**src/rtl/tcphc_pkg.sv**
```systemverilog
// ----------------------------------------------------------------------------
// tcphc_pkg
// shared types and constants of the tcp header/payload checksum unit
// ----------------------------------------------------------------------------
package tcphc_pkg;

    localparam int WORD_W = 16;

    // default depth of the queue between front and back
    localparam int QUEUE_DEPTH_DEF = 4;

    // request codes on req_type; the fourth code is ignored
    localparam logic [1:0] REQ_HEADER  = 2'd0;
    localparam logic [1:0] REQ_PAYLOAD = 2'd1;
    localparam logic [1:0] REQ_FINISH  = 2'd2;

    // operation carried to the back part
    typedef enum logic [1:0] {
        OP_HEADER,
        OP_PAYLOAD,
        OP_FINISH
    } op_t;

    // one queued item: header word, payload byte or stored checksum
    typedef struct packed {
        op_t               op;
        logic [WORD_W-1:0] word;
    } entry_t;

    // queue status toward front and back
    typedef struct packed {
        logic full;
        logic empty;
    } queue_status_t;

endpackage

```
**src/rtl/tcphc_front.sv**
```systemverilog
// ----------------------------------------------------------------------------
// tcphc_front
// classifies accepted items and folds a header into one 16-bit word
// ----------------------------------------------------------------------------
module tcphc_front
    import tcphc_pkg::*;
(
    input  logic        push,
    input  logic        full,
    input  logic [1:0]  req_type,
    input  logic [15:0] src_port,
    input  logic [15:0] dst_port,
    input  logic [31:0] seq_num,
    input  logic [31:0] ack_num,
    input  logic [3:0]  data_offset,
    input  logic [3:0]  reserved_bits,
    input  logic [7:0]  flags_byte,
    input  logic [15:0] window_size,
    input  logic [15:0] urgent_ptr,
    input  logic [15:0] data_value,
    output logic        wr_en,
    output entry_t      wr_data
);

    logic [15:0] ctl_word;
    logic [19:0] wide_sum;
    logic [16:0] fold_one;
    logic [15:0] header_word;

    // control word: offset, reserved bits, flags
    assign ctl_word = {data_offset, reserved_bits, flags_byte};

    // nine header words summed wide, then end-around carry folded twice
    assign wide_sum = {4'd0, src_port} + {4'd0, dst_port}
                    + {4'd0, seq_num[31:16]} + {4'd0, seq_num[15:0]}
                    + {4'd0, ack_num[31:16]} + {4'd0, ack_num[15:0]}
                    + {4'd0, ctl_word} + {4'd0, window_size}
                    + {4'd0, urgent_ptr};
    assign fold_one    = {1'b0, wide_sum[15:0]} + {13'd0, wide_sum[19:16]};
    assign header_word = fold_one[15:0] + {15'd0, fold_one[16]};

    // classify; the unused code is accepted and dropped here
    always_comb
    begin
        wr_en        = 1'b0;
        wr_data.op   = OP_PAYLOAD;
        wr_data.word = data_value;
        unique case (req_type)
            REQ_HEADER:
            begin
                wr_en        = push && !full;
                wr_data.op   = OP_HEADER;
                wr_data.word = header_word;
            end
            REQ_PAYLOAD:
            begin
                wr_en      = push && !full;
                wr_data.op = OP_PAYLOAD;
            end
            REQ_FINISH:
            begin
                wr_en      = push && !full;
                wr_data.op = OP_FINISH;
            end
            default:
            begin
                wr_en = 1'b0;
            end
        endcase
    end

endmodule

```
**src/rtl/tcphc_queue.sv**
```systemverilog
// ----------------------------------------------------------------------------
// tcphc_queue
// short register queue decoupling the front from the back
// ----------------------------------------------------------------------------
module tcphc_queue
    import tcphc_pkg::*;
#(
    parameter int QUEUE_DEPTH = QUEUE_DEPTH_DEF
)
(
    input  logic          clk,
    input  logic          rst_n,
    input  logic          wr_en,
    input  entry_t        wr_data,
    input  logic          rd_en,
    output entry_t        rd_data,
    output queue_status_t status
);

    localparam int PTR_W = (QUEUE_DEPTH > 1) ? $clog2(QUEUE_DEPTH) : 1;
    localparam int CNT_W = $clog2(QUEUE_DEPTH + 1);

    entry_t             mem_reg [QUEUE_DEPTH];
    logic [PTR_W-1:0]   wr_ptr_reg, wr_ptr_next;
    logic [PTR_W-1:0]   rd_ptr_reg, rd_ptr_next;
    logic [CNT_W-1:0]   count_reg, count_next;
    logic               do_wr, do_rd;

    assign status.full  = (count_reg == CNT_W'(QUEUE_DEPTH));
    assign status.empty = (count_reg == '0);
    assign rd_data      = mem_reg[rd_ptr_reg];

    assign do_wr = wr_en && !status.full;
    assign do_rd = rd_en && !status.empty;

    // pointer and count update
    always_comb
    begin
        wr_ptr_next = wr_ptr_reg;
        rd_ptr_next = rd_ptr_reg;
        count_next  = count_reg;
        if (do_wr)
        begin
            wr_ptr_next = (wr_ptr_reg == PTR_W'(QUEUE_DEPTH - 1)) ? '0 : wr_ptr_reg + 1'b1;
        end
        if (do_rd)
        begin
            rd_ptr_next = (rd_ptr_reg == PTR_W'(QUEUE_DEPTH - 1)) ? '0 : rd_ptr_reg + 1'b1;
        end
        if (do_wr && !do_rd)
        begin
            count_next = count_reg + 1'b1;
        end
        else if (do_rd && !do_wr)
        begin
            count_next = count_reg - 1'b1;
        end
    end

    // control registers
    always_ff @(posedge clk or negedge rst_n)
    begin
        if (!rst_n)
        begin
            wr_ptr_reg <= '0;
            rd_ptr_reg <= '0;
            count_reg  <= '0;
        end
        else
        begin
            wr_ptr_reg <= wr_ptr_next;
            rd_ptr_reg <= rd_ptr_next;
            count_reg  <= count_next;
        end
    end

    // storage
    always_ff @(posedge clk)
    begin
        if (do_wr)
        begin
            mem_reg[wr_ptr_reg] <= wr_data;
        end
    end

endmodule

```
**src/rtl/tcphc_back.sv**
```systemverilog
// ----------------------------------------------------------------------------
// tcphc_back
// running ones' complement sum, byte pairing and result register
// ----------------------------------------------------------------------------
module tcphc_back
    import tcphc_pkg::*;
(
    input  logic          clk,
    input  logic          rst_n,
    input  entry_t        head,
    input  queue_status_t q_status,
    output logic          rd_en,
    input  logic          pop,
    output logic          empty,
    output logic [15:0]   checksum_value,
    output logic          checksum_ok
);

    logic [15:0] sum_reg, sum_next;
    logic [7:0]  pend_reg, pend_next;
    logic        odd_reg, odd_next;
    logic        out_valid_reg, out_valid_next;
    logic [15:0] csum_reg;
    logic        ok_reg;
    logic        out_free, load_out;
    logic [15:0] fin_sum;
    logic [16:0] check_sum;

    // 16-bit add with end-around carry
    function automatic logic [15:0] ones_add(input logic [15:0] a, input logic [15:0] b);
        logic [16:0] s;
        begin
            s = {1'b0, a} + {1'b0, b};
            return s[15:0] + {15'd0, s[16]};
        end
    endfunction

    assign out_free = !out_valid_reg || pop;
    assign rd_en    = !q_status.empty && ((head.op != OP_FINISH) || out_free);
    assign load_out = rd_en && (head.op == OP_FINISH);

    // finish: pad odd byte, then compare stored value against the sum
    assign fin_sum   = odd_reg ? ones_add(sum_reg, {pend_reg, 8'h00}) : sum_reg;
    assign check_sum = {1'b0, head.word} + {1'b0, fin_sum};

    // accumulator state update
    always_comb
    begin
        sum_next  = sum_reg;
        pend_next = pend_reg;
        odd_next  = odd_reg;
        if (rd_en)
        begin
            unique case (head.op)
                OP_HEADER:
                begin
                    sum_next  = head.word;
                    pend_next = '0;
                    odd_next  = 1'b0;
                end
                OP_PAYLOAD:
                begin
                    if (odd_reg)
                    begin
                        sum_next  = ones_add(sum_reg, {pend_reg, head.word[7:0]});
                        pend_next = '0;
                        odd_next  = 1'b0;
                    end
                    else
                    begin
                        pend_next = head.word[7:0];
                        odd_next  = 1'b1;
                    end
                end
                OP_FINISH:
                begin
                    sum_next  = '0;
                    pend_next = '0;
                    odd_next  = 1'b0;
                end
                default:
                begin
                    sum_next = sum_reg;
                end
            endcase
        end
    end

    // result register valid
    always_comb
    begin
        out_valid_next = out_valid_reg;
        if (load_out)
        begin
            out_valid_next = 1'b1;
        end
        else if (pop)
        begin
            out_valid_next = 1'b0;
        end
    end

    // state registers
    always_ff @(posedge clk or negedge rst_n)
    begin
        if (!rst_n)
        begin
            sum_reg       <= '0;
            pend_reg      <= '0;
            odd_reg       <= 1'b0;
            out_valid_reg <= 1'b0;
        end
        else
        begin
            sum_reg       <= sum_next;
            pend_reg      <= pend_next;
            odd_reg       <= odd_next;
            out_valid_reg <= out_valid_next;
        end
    end

    // result payload
    always_ff @(posedge clk)
    begin
        if (load_out)
        begin
            csum_reg <= ~fin_sum;
            ok_reg   <= (check_sum == 17'h0FFFF);
        end
    end

    assign empty          = !out_valid_reg;
    assign checksum_value = csum_reg;
    assign checksum_ok    = ok_reg;

endmodule

```
**src/rtl/tcp_header_payload_checksum_unit.sv**
```systemverilog
// ----------------------------------------------------------------------------
// tcp_header_payload_checksum_unit
// ones' complement checksum over a tcp-style header and payload bytes
// ----------------------------------------------------------------------------
// throughput: one item per cycle, set by the add in the back part, while no finish item waits on an untaken result
// a finish item is written into the queue, then loaded into the result register;
//   empty goes low once the result register holds it
// full rises only when the queue of QUEUE_DEPTH items is full behind a stalled result
// reset: asynchronous, active low; clears the sum, the odd byte, the queue and the result valid flag
module tcp_header_payload_checksum_unit
    import tcphc_pkg::*;
#(
    parameter int QUEUE_DEPTH = QUEUE_DEPTH_DEF
)
(
    input  logic        clk,
    input  logic        rst_n,
    input  logic        push,
    output logic        full,
    input  logic [1:0]  req_type,
    input  logic [15:0] src_port,
    input  logic [15:0] dst_port,
    input  logic [31:0] seq_num,
    input  logic [31:0] ack_num,
    input  logic [3:0]  data_offset,
    input  logic [3:0]  reserved_bits,
    input  logic [7:0]  flags_byte,
    input  logic [15:0] window_size,
    input  logic [15:0] urgent_ptr,
    input  logic [15:0] data_value,
    output logic        empty,
    input  logic        pop,
    output logic [15:0] checksum_value,
    output logic        checksum_ok
);

    logic          wr_en;
    entry_t        wr_data;
    logic          rd_en;
    entry_t        head;
    queue_status_t q_status;

    assign full = q_status.full;

    // front: classify and fold header
    tcphc_front u_front (
        .push          (push),
        .full          (q_status.full),
        .req_type      (req_type),
        .src_port      (src_port),
        .dst_port      (dst_port),
        .seq_num       (seq_num),
        .ack_num       (ack_num),
        .data_offset   (data_offset),
        .reserved_bits (reserved_bits),
        .flags_byte    (flags_byte),
        .window_size   (window_size),
        .urgent_ptr    (urgent_ptr),
        .data_value    (data_value),
        .wr_en         (wr_en),
        .wr_data       (wr_data)
    );

    // queue between front and back
    tcphc_queue #(
        .QUEUE_DEPTH (QUEUE_DEPTH)
    ) u_queue (
        .clk     (clk),
        .rst_n   (rst_n),
        .wr_en   (wr_en),
        .wr_data (wr_data),
        .rd_en   (rd_en),
        .rd_data (head),
        .status  (q_status)
    );

    // back: accumulate and report
    tcphc_back u_back (
        .clk            (clk),
        .rst_n          (rst_n),
        .head           (head),
        .q_status       (q_status),
        .rd_en          (rd_en),
        .pop            (pop),
        .empty          (empty),
        .checksum_value (checksum_value),
        .checksum_ok    (checksum_ok)
    );

endmodule

```
**config.mk**
```make
export PLATFORM = sky130hd
export DESIGN_NAME = tcp_header_payload_checksum_unit
export DESIGN_NICKNAME = d
export VERILOG_FILES = /design/src/rtl/tcphc_pkg.sv /design/src/rtl/tcphc_front.sv /design/src/rtl/tcphc_queue.sv /design/src/rtl/tcphc_back.sv /design/src/rtl/tcp_header_payload_checksum_unit.sv
export SDC_FILE = /design/constraint.sdc
export NUM_CORES = 1
export LEC_CHECK = 0
export BUFFER_PORTS_ARGS = -buffer_cell sky130_fd_sc_hd__buf_2
export CORE_MARGIN = 2
export CORE_UTILIZATION = 41
export DETAILED_ROUTE_END_ITERATION = 8
export GPL_TIMING_DRIVEN = 0
export PLACE_DENSITY_LB_ADDON = 0.12
export SYNTH_ARGS = -nofsm -noshare
export SYNTH_HDL_FRONTEND = slang
export SYNTH_SLANG_ARGS = --single-unit
```
**constraint.sdc**
```tcl
create_clock -name clk -period 6.3 [get_ports clk]
set_clock_uncertainty 0.2 [all_clocks]
set_input_delay 0 -clock clk [delete_from_list [all_inputs] [get_ports clk]]
set_output_delay 0 -clock clk [all_outputs]
set_load 0.05 [all_outputs]
```
Word-level counts from Yosys, hierarchy flattened --
Memories as Yosys holds them, arrays and structs flattened. Cells that the tools add are included.
Storage, ports and cells: memories kept 1, output and inout bits 19, input bits 166, register bits 50, bits in writable memories 72
Memories:
- u_queue.mem_reg | depth 4, bits a word 18, rd ports 1, clocked after Yosys merged registers in 0, wr ports 1, line tcphc_queue.sv:23 | entry_t mem_reg [QUEUE_DEPTH];
Operators by class: equality and inequality tests 10, add/subtract/negate cells 19, muxes and demuxes 18, bitwise gates (word level) 1, reduce and logical (&&, ||, !) cells 25
Operators with widths (number):
- 20-bit by 16-bit adder with 20-bit output | 7
- 16-bit by 16-bit adder with 17-bit output | 4
- 16-bit by 1-bit adder with 16-bit output | 3
- 16-bit 2-to-1 mux | 3
- 16-bit case mux with 3 select lines | 1
- 16-bit by 4-bit adder with 17-bit output | 1
- 17-bit by 16-bit == test with 1-bit output, second input constant | 1
- 16-bit NOT | 1
- 8-bit case mux with 2 select lines | 1
- 2-bit == test, second input constant | 4
- 8-bit 2-to-1 mux | 1
- 1-bit logical AND | 7
- 1-bit 2-to-1 mux | 6
- 3-bit 2-to-1 mux | 2
- 2-bit nonzero test | 3
- 1-bit logical NOT | 5
- 2-bit by 1-bit adder with 2-bit output, second input constant | 2
- 2-bit by 1-bit == test with 1-bit output, second input constant | 2
- 2-bit logical NOT | 2
- 2-bit 2-to-1 mux | 2
- 2-bit case mux with 2 select lines | 1
- 3-bit by 1-bit adder with 3-bit output, second input constant | 1
- 3-bit == test, second input constant | 1
- 3-bit logical NOT | 1
- 10 further kinds | 11

Depth between registers and ports, before layout --
depth in word-level cells 11, mapped depth 43, depth with buffers taken out 43

By module --
A second synthesis with hierarchy kept.
Unflattened totals: cell total of the unflattened synthesis 1117, area total of the unflattened synthesis 11913.9 sq um
By module, submodules not included:
- tcphc_front | seq. area each 0.0 sq um, area each 4849.7 sq um, instances 1, cells each 541
- tcphc_back | seq. area each 1161.1 sq um, area each 4017.6 sq um, instances 1, cells each 445
- tcphc_queue | seq. area each 2337.2 sq um, area each 3046.7 sq um, instances 1, cells each 131

Worst setup path before layout --
No wires, ideal clock.
path type in2reg, from in src_port[0], to mem u_queue.mem_reg[0][14] (netlist bit), data pin, cell stages on the path 42, setup time 0.219 ns, buffers on the path 0, data arrival time 8.468 ns, setup slack -2.587 ns, cells stage by stage ha_1 > inv_1 > fa_1 > nor2b_1 > o21ai_0 > a21boi_0 > o21ai_0 > a21boi_0 > o21ai_0 > nor2b_1 > xnor2_1 > fa_1 > inv_1 > fa_1 > fa_1 > fa_1 > inv_1 > ha_1 > [... 6 more ...] > o21ai_0 > nand2b_1 > xor2_1 > fa_1 > a21o_1 > a21oi_1 > nand2b_1 > nor2_1 > nand4_1 > nor2_1 > ha_1 > ha_1 > nand2_1 > nor3_1 > and3_1 > nand3b_1 > o31a_1 > o31ai_1
RTL lines:
- start, declared | line tcp_header_payload_checksum_unit.sv:21 | input logic [15:0] src_port,
- end, declared | line tcphc_queue.sv:23

==> out/qor.yml <==
clk_pin_slew_ns: 0.06
grt_pass1_vias: 9197
critPathMaxStageDelay_ns: 0.54
cp.required_ns: 6.33
startpoint_type: "input port"
cts_sinks: 122
htreeDepth: 4
yosysWarningCount: 0
path_class: "input port to flip-flop"
outcome: "complete, but fails checks"
final_cell_mix: "buf_2 (183), inv_1 (175), fa_1 (99)"
final_common_cell: "buf_2"
period_share_pct: 131
layout_setup_ws_ns: -1.94
synth_nets: 1483
synthArstFlopShare_pct: 27.0
areaGrowthSynthToFinish_pct: 25.5
numCtsBuffers: 17
min_path_type: "input port to async pin"
cts_tree: "built"
clock-root-buffer: "clkbuf_16"
dp_cells: 1690
final_area_mm2: 0.0145
instances_no_fill: 1771
grt_max_degree: 34
grt-ovfl-total: 0
rows: 61
worst_pin_slew_ns: 1.28
io_pins: 185
postRouteWirelength_mm: 27.4
synth_seq_area_share_pct: 30.2
place_congestion: 0.825
grt_pass1_wl_mm: 44.4
antenna_found_initial: 3
synthCells: 1128
fmax_mhz: 121
drcViolationCount: 0
layout-drive-gt1-share_pct: 26.0
report.final.setup_viol: 64
core_area_mm2: 0.0278
finalNetCount: 1732
grt_usage_pct: 19.4
start_util_pct: 41.7
crit_fanout: 4
ys_ff_latch: 122
viasPerCell: 4.99
dominantRegCellSynth: "edfxtp_1"
violations: "negative setup slack"
maxSlewViolCount: 0
synth_edf_count: 89
maxSlewHeadroom_pct: 13.8
cap_viol_max_count: 0
first_iter_violations: 392
final_util_pct: 52.3
finalCriticalPeriod_ns: 8.24
fp.dieH_um: 172
detail_route.wl_per_cell_um: 15.5
syn_area_mm2: 0.0116
dr.pass1.iters: 4
insertion_delay_ns: 0.42
tns_ns: -101.45
critPathBufInv: 3
vias: 8835
detail-route-antenna-nets: 0
rsz0062_at_grt: "yes"
cp-end-kind: "flip-flop"
dpl.hpwl_mm: 22.0
largest_reg_flops: 72
cts_buffer_depth: 2
finalHoldViolations: 0
io_buffers: 184
place_area_mm2: 0.0131
crit_path_frequent_cell: "fa_1"
dieArea_mm2: 0.0296
arrival_ns: 8.27
synth_cell_type_count: 69
die_width_um: 172
slowest_stage: "fa_1"
fillers: 2560
crit_family: "adder cells"
post_synth.cell_area_avg_um2: 10.3
[logic make-up after synthesis]
family	share of synthesized area (%)
compound gates	12.4
xor+xnor	7.49
fa+ha+maj	27.0
buf+inv	6.82
flops	30.2
mux	4.46
simple gates	11.7
[metrics by stage]
stage / worst slack, ns / hold slack (ns)
after floorplan: -1.90 / -0.496
after global placement: -3.43 / -0.0452
after detailed placement: -3.50 / -0.0532
after CTS: -2.09 / 0.0285
after global routing: -2.37 / 0.0926
final: -1.94 / 0.00806
[metal layers]
metal	up-vias	wire length, um	track usage (%)	part of all wire [%]
li1	4375	-	-	-
met1	4254	11200	22.6	41
met2	183	14700	36.7	54
met3	23	1080	3.09	3.9
met4	0	467	5.41	1.7
met5	-	0	0	0
[what timing repair did]
item / 4_1_cts / 5_1_grt
resized for setup: 58 / 28
setup buffers: 18 / 7
hold buffers: 22 / 0
endpoints found under the hold margin: 108 / 0
endpoints found under the setup margin: 64 / 65
pin swaps: 48 / 21
[cell usage after synthesis, types with 13 or more instances]
master | number | share of area, %
nand3_1 | 24 | 1.0
xor2_1 | 38 | 2.9
mux4_2 | 18 | 3.5
xnor2_1 | 61 | 4.6
nor2_1 | 86 | 2.8
a21oi_1 | 55 | 2.4
dfrtp_1 | 33 | 7.1
and2_1 | 13 | 0.70
nor2b_1 | 13 | 0.70
nor3_1 | 13 | 0.56
a21o_1 | 26 | 1.7
inv_1 | 178 | 5.8
fa_1 | 101 | 17
nand2_1 | 62 | 2.0
clkbuf_1 | 22 | 0.71
edfxtp_1 | 89 | 23
ha_1 | 88 | 9.5
o21ai_0 | 42 | 1.8
[area by class of cell]
type | count | area [um^2] | share of cell area (%)
flip-flops and latches | 122 | 3500 | 24.1
repair buffers | 231 | 1350 | 9.28
inverters | 179 | 672 | 4.62
clock buffers | 19 | 433 | 2.98
clock inverters | 13 | 216 | 1.49
multi-input cells | 799 | 7770 | 53.5
well taps | 378 | 473 | 3.26
plain buffers | 27 | 114 | 0.784
diodes | 3 | 7.51 | 0.0517
[worst register-to-register path, cell delays in order, from the launching register on]
cell	delay, ns
dfrtp_1	0.40
ha_1	0.26
fa_1	0.40
a21oi_1	0.11
nor2_1	0.10
nor2_1	0.08
o21ai_0	0.19
a21o_1	0.20
ha_1	0.22
nand4_1	0.10
or2_2	0.34
nor2_1	0.21
nand3_1	0.13
xnor2_1	0.15
a21oi_1	0.26
ha_1	0.29
xnor2_1	0.16
nor4_1	0.34
nand3_1	0.19
a2111oi_1	0.38
nand4_1	0.14
or4_1	0.54
a21oi_1	0.19
[worst paths after layout]
check | start | to | slack (ns) | cells after the start
max | src_port[1] | u_queue.mem_reg[3][14] | -1.94 | 41
min | rst_n | u_queue.count_reg[1] | 0.008 | 2
max reg2reg | u_back.sum_reg[8] | u_back.checksum_ok | 0.54 | 22
min reg2reg | u_queue.count_reg[2] | u_queue.count_reg[2] | 0.29 | 1
max in group asynchronous | rst_n | u_back.sum_reg[12] | 5.36 | 2
min in group clk | data_value[13] | u_queue.mem_reg[2][13] | 0.27 | 4
Power is left out: the tool's default activity adds up to more than one toggle a clock period on the data nets, which glitch-free logic cannot reach.
